### src/sv/assert_macros.svh
// Assertion helpers, all sampled on clk and off during reset.
`ifndef ASSERT_MACROS_SVH
`define ASSERT_MACROS_SVH

// Consequent checked in the same cycle.
`define ASSERT_SAME(label, ante, cons, msg) \
  label: assert property (@(posedge clk) disable iff (!rst_n) (ante) |-> (cons)) \
    else $error(msg);

// Consequent checked in the cycle after the antecedent.
`define ASSERT_NEXT(label, ante, cons, msg) \
  label: assert property (@(posedge clk) disable iff (!rst_n) (ante) |=> (cons)) \
    else $error(msg);

`endif

### src/sv/lsws_pkg.sv
package lsws_pkg;

  localparam int unsigned STACK_DEPTH = 64;
  localparam int unsigned ADDR_W      = $clog2(STACK_DEPTH);
  localparam int unsigned CNT_W       = 7;
  localparam int unsigned DATA_W      = 32;

  localparam logic [DATA_W-1:0] EMPTY_TOP = '1;
  localparam logic [CNT_W-1:0]  FULL_LVL  = CNT_W'(STACK_DEPTH);

  typedef enum logic [1:0] {
    OP_PUSH   = 2'd0,
    OP_POP    = 2'd1,
    OP_SEARCH = 2'd2,
    OP_NOP    = 2'd3
  } op_t;

  localparam logic [1:0] STAT_OK    = 2'd0;
  localparam logic [1:0] STAT_UNDER = 2'd1;
  localparam logic [1:0] STAT_OVER  = 2'd2;

  typedef struct packed {
    logic exec;      // apply the accepted request
    logic scan_rd;   // read port addresses the scan pointer
    logic scan_cmp;  // compare read word against the key, advance pointer
    logic load_out;  // load the result register
  } lsws_cmd_t;

  typedef struct packed {
    logic search_go; // incoming request is a search over a non-empty stack
    logic hit;
    logic scan_last;
  } lsws_stat_t;

endpackage

### src/sv/lsws_dp.sv
`include "assert_macros.svh"

module lsws_dp
  import lsws_pkg::*;
(
  input  logic                     clk,
  input  logic                     rst_n,
  input  lsws_cmd_t                cmd,
  output lsws_stat_t               stat,
  input  op_t                      in_op,
  input  logic signed [DATA_W-1:0] in_data_value,
  input  logic [CNT_W-1:0]         in_pop_count,
  output logic signed [DATA_W-1:0] out_top_value,
  output logic                     out_is_empty,
  output logic [CNT_W-1:0]         out_fill_level,
  output logic [CNT_W-1:0]         out_popped,
  output logic                     out_found,
  output logic [1:0]               out_status
);

  logic [DATA_W-1:0] mem [STACK_DEPTH];

  logic [CNT_W-1:0]  level_r, level_nxt;
  logic [DATA_W-1:0] key_r;
  logic [CNT_W-1:0]  popped_r, popped_nxt;
  logic [1:0]        status_r, status_nxt;
  logic              found_r;
  logic [ADDR_W-1:0] scan_idx_r;
  logic [DATA_W-1:0] rd_data_r;
  logic [ADDR_W-1:0] rd_addr;
  logic              wr_en;

  logic signed [DATA_W-1:0] out_top_r;
  logic                     out_empty_r;
  logic [CNT_W-1:0]         out_fill_r;
  logic [CNT_W-1:0]         out_popped_r;
  logic                     out_found_r;
  logic [1:0]               out_status_r;

  always_comb begin
    level_nxt  = level_r;
    popped_nxt = '0;
    status_nxt = STAT_OK;
    wr_en      = 1'b0;
    unique case (in_op)
      OP_PUSH: begin
        if (level_r == FULL_LVL) begin
          status_nxt = STAT_OVER;
        end else begin
          wr_en     = cmd.exec;
          level_nxt = level_r + 1'b1;
        end
      end
      OP_POP: begin
        if (in_pop_count > level_r) begin
          popped_nxt = level_r;
          status_nxt = STAT_UNDER;
        end else begin
          popped_nxt = in_pop_count;
        end
        level_nxt = level_r - popped_nxt;
      end
      OP_SEARCH, OP_NOP: begin
      end
      default: begin
      end
    endcase
  end

  // top of stack unless the scan owns the port
  assign rd_addr = cmd.scan_rd ? scan_idx_r : ADDR_W'(level_r - 1'b1);

  always_ff @(posedge clk) begin
    if (wr_en) begin
      mem[ADDR_W'(level_r)] <= in_data_value;
    end
    rd_data_r <= mem[rd_addr];
  end

  always_ff @(posedge clk) begin
    if (!rst_n) begin
      level_r <= '0;
    end else if (cmd.exec) begin
      level_r <= level_nxt;
    end
  end

  always_ff @(posedge clk) begin
    if (cmd.exec) begin
      key_r      <= in_data_value;
      popped_r   <= popped_nxt;
      status_r   <= status_nxt;
      found_r    <= 1'b0;
      scan_idx_r <= '0;
    end else if (cmd.scan_cmp) begin
      if (stat.hit) begin
        found_r <= 1'b1;
      end
      scan_idx_r <= scan_idx_r + 1'b1;
    end
  end

  always_ff @(posedge clk) begin
    if (cmd.load_out) begin
      out_top_r    <= (level_r == '0) ? EMPTY_TOP : rd_data_r;
      out_empty_r  <= (level_r == '0);
      out_fill_r   <= level_r;
      out_popped_r <= popped_r;
      out_found_r  <= found_r;
      out_status_r <= status_r;
    end
  end

  assign stat.search_go = (in_op == OP_SEARCH) && (level_r != '0);
  assign stat.hit       = (rd_data_r == key_r);
  assign stat.scan_last = ((CNT_W'(scan_idx_r) + 1'b1) == level_r);

  assign out_top_value  = out_top_r;
  assign out_is_empty   = out_empty_r;
  assign out_fill_level = out_fill_r;
  assign out_popped     = out_popped_r;
  assign out_found      = out_found_r;
  assign out_status     = out_status_r;

  `ASSERT_SAME(a_level_bound, 1'b1, level_r <= FULL_LVL, "stack level beyond depth")
  `ASSERT_NEXT(a_push_grows, cmd.exec && in_op == OP_PUSH && level_r != FULL_LVL,
               level_r == $past(level_r) + 1'b1, "push did not grow the stack")

endmodule

### src/sv/lsws_ctrl.sv
`include "assert_macros.svh"

module lsws_ctrl
  import lsws_pkg::*;
(
  input  logic       clk,
  input  logic       rst_n,
  input  logic       in_tvalid,
  output logic       in_tready,
  output logic       out_tvalid,
  input  logic       out_tready,
  input  lsws_stat_t stat,
  output lsws_cmd_t  cmd
);

  typedef enum logic [4:0] {
    S_IDLE     = 5'b00001,
    S_SCAN_RD  = 5'b00010,
    S_SCAN_CMP = 5'b00100,
    S_TOP_RD   = 5'b01000,
    S_OUT      = 5'b10000
  } state_t;

  state_t state_r, state_nxt;
  logic   out_valid_r;

  always_comb begin
    state_nxt = state_r;
    cmd       = '0;
    in_tready = 1'b0;
    unique case (state_r)
      S_IDLE: begin
        in_tready = 1'b1;
        if (in_tvalid) begin
          cmd.exec  = 1'b1;
          state_nxt = stat.search_go ? S_SCAN_RD : S_TOP_RD;
        end
      end
      S_SCAN_RD: begin
        cmd.scan_rd = 1'b1;
        state_nxt   = S_SCAN_CMP;
      end
      S_SCAN_CMP: begin
        cmd.scan_cmp = 1'b1;
        state_nxt    = (stat.hit || stat.scan_last) ? S_TOP_RD : S_SCAN_RD;
      end
      S_TOP_RD: begin
        state_nxt = S_OUT;
      end
      S_OUT: begin
        // wait here until the result register is free
        if (!out_valid_r || out_tready) begin
          cmd.load_out = 1'b1;
          state_nxt    = S_IDLE;
        end
      end
      default: begin
        state_nxt = S_IDLE;
      end
    endcase
  end

  always_ff @(posedge clk) begin
    if (!rst_n) begin
      state_r     <= S_IDLE;
      out_valid_r <= 1'b0;
    end else begin
      state_r <= state_nxt;
      if (cmd.load_out) begin
        out_valid_r <= 1'b1;
      end else if (out_tready) begin
        out_valid_r <= 1'b0;
      end
    end
  end

  assign out_tvalid = out_valid_r;

  `ASSERT_NEXT(a_one_request_at_a_time, in_tvalid && in_tready, !in_tready,
               "request taken while the previous one is still in work")
  `ASSERT_SAME(a_load_needs_room, cmd.load_out, !out_valid_r || out_tready,
               "result register overwritten before it was taken")
  `ASSERT_SAME(a_cmp_after_read, state_r == S_SCAN_CMP, $past(state_r) == S_SCAN_RD,
               "scan compare without a preceding read")

endmodule

### src/sv/lifo_stack_with_search.sv
// Channel  | Ports                         | Contents
// ---------+-------------------------------+-----------------------------------------
// input    | in_tvalid/in_tready/in_tdata  | one request: push, pop or search
// result   | out_tvalid/out_tready/out_tdata | one result per request
//
// Push, pop and no-op go from request to result by apply, read top and load, in that order.
// A search adds a read and a compare per entry checked (single memory read port), over
// at most fill level entries, stopping at the first hit.
// One request is in work at a time; a new one is taken while the result waits.
// rst_n is synchronous, active low, and empties the stack; no memory clearing.
// A stalled result holds the next request in the output state until out_tready.
module lifo_stack_with_search
  import lsws_pkg::*;
(
  input  logic        clk,
  input  logic        rst_n,
  input  logic        in_tvalid,
  output logic        in_tready,
  input  logic [47:0] in_tdata,   // op[1:0], data_value[33:2], pop_count[40:34], zero pad
  output logic        out_tvalid,
  input  logic        out_tready,
  output logic [55:0] out_tdata   // top_value[31:0], is_empty[32], fill_level[39:33],
                                  // popped[46:40], found[47], status[49:48], zero pad
);

  lsws_cmd_t  cmd;
  lsws_stat_t stat;

  logic signed [DATA_W-1:0] top_value;
  logic                     is_empty;
  logic [CNT_W-1:0]         fill_level;
  logic [CNT_W-1:0]         popped;
  logic                     found;
  logic [1:0]               status;

  lsws_ctrl u_ctrl (
    .clk        (clk),
    .rst_n      (rst_n),
    .in_tvalid  (in_tvalid),
    .in_tready  (in_tready),
    .out_tvalid (out_tvalid),
    .out_tready (out_tready),
    .stat       (stat),
    .cmd        (cmd)
  );

  lsws_dp u_dp (
    .clk            (clk),
    .rst_n          (rst_n),
    .cmd            (cmd),
    .stat           (stat),
    .in_op          (op_t'(in_tdata[1:0])),
    .in_data_value  (in_tdata[33:2]),
    .in_pop_count   (in_tdata[40:34]),
    .out_top_value  (top_value),
    .out_is_empty   (is_empty),
    .out_fill_level (fill_level),
    .out_popped     (popped),
    .out_found      (found),
    .out_status     (status)
  );

  assign out_tdata = {6'b0, status, found, popped, fill_level, is_empty, top_value};

endmodule
### config.mk
export PLATFORM = sky130hd
export DESIGN_NAME = lifo_stack_with_search
export DESIGN_NICKNAME = d
export VERILOG_FILES = /design/src/sv/lsws_pkg.sv /design/src/sv/lsws_dp.sv /design/src/sv/lsws_ctrl.sv /design/src/sv/lifo_stack_with_search.sv
export VERILOG_INCLUDE_DIRS = /design/src /design/src/sv
export SDC_FILE = /design/constraint.sdc
export NUM_CORES = 2
export LEC_CHECK = 0
export BUFFER_PORTS_ARGS = -buffer_cell sky130_fd_sc_hd__buf_2
export CORE_MARGIN = 8
export CORE_UTILIZATION = 45
export DETAILED_ROUTE_END_ITERATION = 12
export SKIP_LAST_GASP = 1
export SLEW_MARGIN = 20
export SYNTH_ARGS = -nofsm -noshare
export SYNTH_HDL_FRONTEND = slang
export SYNTH_SLANG_ARGS = --single-unit
### constraint.sdc
create_clock -name clk -period 5 [get_ports clk]
set_input_delay 0.75 -clock clk [delete_from_list [all_inputs] [get_ports clk]]
set_output_delay 0.75 -clock clk [all_outputs]
set_load 0.005 [all_outputs]
==> impl_metrics.yaml <==
power:
  power_mw: 44.7
  p_per_area_nw_per_um2: 447
  leakage_nw: 34.1
  ir_drop_uv: 321
worst_setup_path:
  critPathLaunchType: "flip-flop"
  worst_ep_arrival_time_ns: 5.22
  endpoint_kind: "flip-flop"
  cp.required_ns: 5.82
  criticalPathCategory: "flip-flop to flip-flop"
  critPathMaxFanout: 12
clock_network:
  cts-resized-gates: 0
  cts-root-buf: "clkbuf_16"
  clock_sinks: 2191
  cts-buffers-inserted: 222
  htreeDepth: 4
  path_clk_slew_ns: 0.06
  cts_buffer_depth: 3
  clk_latency_ns: 0.87
  cts_setup_buffers: 0
  cts-hold-fix-buffers: 0
  cts_tree: "yes"
floorplan:
  die_area_um2: 208000
  rows: 161
  io_pins: 110
  core_um2: 192000
  initial_utilization_pct: 45.2
  die_w_um: 456
  fp.dieH_um: 456
drt:
  drtAntennaViolNets: 0
  post-route-drc-count: 0
  vias_per_cell: 6.24
  routedWlPerCell_um: 31.7
  drt-total-wl_um: 288000
  drt-initial-drc-count: 8358
  first_pass_iters: 7
  vias: 56600
sta:
  max_freq_ghz: 0.227
  finalHoldViolCount: 0
  layout_min_cycle_time_ns: 4.40
  hold_slack_ns: 0.168
  layout_setup_ws_ns: 0.600
  setup-tns-final_ns: 0
  setup_viol: 0
  drv_slew: 0
  worst_slew_pin_slew_ns: 1.18
  rsz0062_at_grt: "false"
  fin_crit_sh_pct: 88.0
  worst_clock_skew_ns: 0.0548
  maxSlewHeadroom_pct: 21.4
final_layout:
  drive_gt1_share_pct: 14.0
  stdcell_count: 9068
  fin_area_um2: 100000
  areaGrowthSynthToFinish_pct: 15.0
  final_core_util_pct: 52.0
  nets: 6404
global_routing:
  overflow: 0
  grt_max_degree: 103
  grt.total_usage_pct: 26.6
  grt_pass1_wl_um: 401000
  grt_antenna_before_repair: 13
  grt_pass1_vias: 52700
synthesis:
  ys_top_cells_by_area: "edfxtp_1 74%, nand2_1 5.6%, mux2i_1 2.6%"
  yosysSeqAreaShare_pct: 75.1
  syn_area_um2: 87000
  synth.top_cell.area_share_pct: 73.9
  synth_edf_count: 2139
  synthCells: 6063
  synth_flop_cell: "edfxtp_1"
  ys_ff_latch: 2191
  syn_area_per_cell_um2: 14.3
  yosys_warnings: 0
  async_reset_ff_share_pct: 0
  synth_cell_types: 86
  synthMostInstantiatedCell: "edfxtp_1"
  synth_common_cells: "2139 x edfxtp_1, 1290 x nand2_1, 356 x nand3_1"
  yosysTopAreaCell: "edfxtp_1"
placed_design:
  gp_congestion: 0.882
  numPlacedInstances: 8637
  place_area_um2: 92800
  dp_hpwl_um: 167000
  pre_cts_ws_ns: 0.626
  io_buffer_count: 96
outcome:
  status: "finished clean"
run:
  drv_cap: 0
worst_hold_path:
  hold_path.class: "input pin to flip-flop"
-- sequential cells by signal (all words and copies together) (netlist names) --
name                 flops
u_dp.mem              2048
u_dp.key_r              32
u_dp.out_top_value      32
u_dp.rd_data_r          32
u_dp.level_r             7
u_dp.out_fill_level      7
u_dp.out_popped          7
u_dp.popped_r            7
u_dp.scan_idx_r          6
u_ctrl.state_r           5
u_dp.out_status          2
u_dp.status_r            2
u_ctrl.out_tvalid        1
u_dp.found_r             1
u_dp.out_found           1
u_dp.out_is_empty        1
-- metal layers --
layer	GRT usage (%)	part of all wire [%]
met3	5.14	10
met1	36.3	39
met4	13.3	5.6
met2	40.9	45
met5	0	0.0076
-- cells by family (layout without fill, tap and decap cells) --
kind of cell / after synthesis / after routing / share of synthesized area (%)
multiplexers: 235 / 235 / 2.73
AO/OA/AOI/OAI: 989 / 989 / 8.06
AND/OR/NAND/NOR: 2151 / 2151 / 11.0
flip-flops: 2191 / 2191 / 75.1
buffers and inverters: 423 / 884 / 2.34
other: 1 / 19 / 0.00431
XOR/XNOR: 56 / 56 / 0.564
adder cells (fa/ha/maj): 17 / 17 / 0.253
-- path summary, 6_finish.rpt --
kind	startpoint	end	slack (ns)	cells past startpoint
worst max-delay path	u_dp.level_r[1]	u_dp.rd_data_r[26]	0.60	9
worst min-delay path	rst_n	u_ctrl.state_r[0]	0.17	2
worst max register to register	u_dp.level_r[1]	u_dp.rd_data_r[26]	0.60	9
worst min register to register	u_dp.popped_r[0]	u_dp.out_popped[0]	0.42	0
-- layout make-up --
class	instances	area (um2)
Timing Repair Buffer	453	3950
Clock inverter	114	1030
Tap cell	2526	3160
Multi-Input combinational cell	3454	20400
Sequential cell	2191	65300
Antenna cell	13	32.5
Fill cell	15800	92400
Inverter	13	48.8
Clock buffer	304	6140
-- critical path, stage by stage (launching register included) --
cell and delay [ns]:
dfxtp_1 0.31, inv_1 0.28, ha_1 0.35, xnor2_1 0.21, a21boi_1 0.81, nor2_4 0.21
nor2_4 0.82, a311oi_1 0.22, a2111oi_0 0.80, and4_1 0.31
-- report_power, final --
part	switching, mW	internal (mW)
logic	5.31	2.30
clock network	7.17	9.14
registers	0.327	20.4
-- layout by cell type, fill, tap and decap left out, types with 44 or more instances in the layout --
cell type,Yosys,routed
edfxtp_1,2139,2139
nand2_1,1290,1288
nand3_1,356,356
buf_4,41,301
clkbuf_16,0,222
mux2i_1,223,221
a21oi_1,200,198
and3_1,163,163
a31oi_1,132,132
a211oi_1,127,127
a32oi_1,98,97
buf_2,155,90
nor2_4,1,71
nand4_1,68,68
o21ai_0,67,66
buf_12,0,62
clkinv_1,0,55
clkbuf_1,166,54
dfxtp_1,52,52
o22ai_1,51,50
nor2_1,122,49
a311oi_1,44,44
Power figures use the tool's default switching activity.
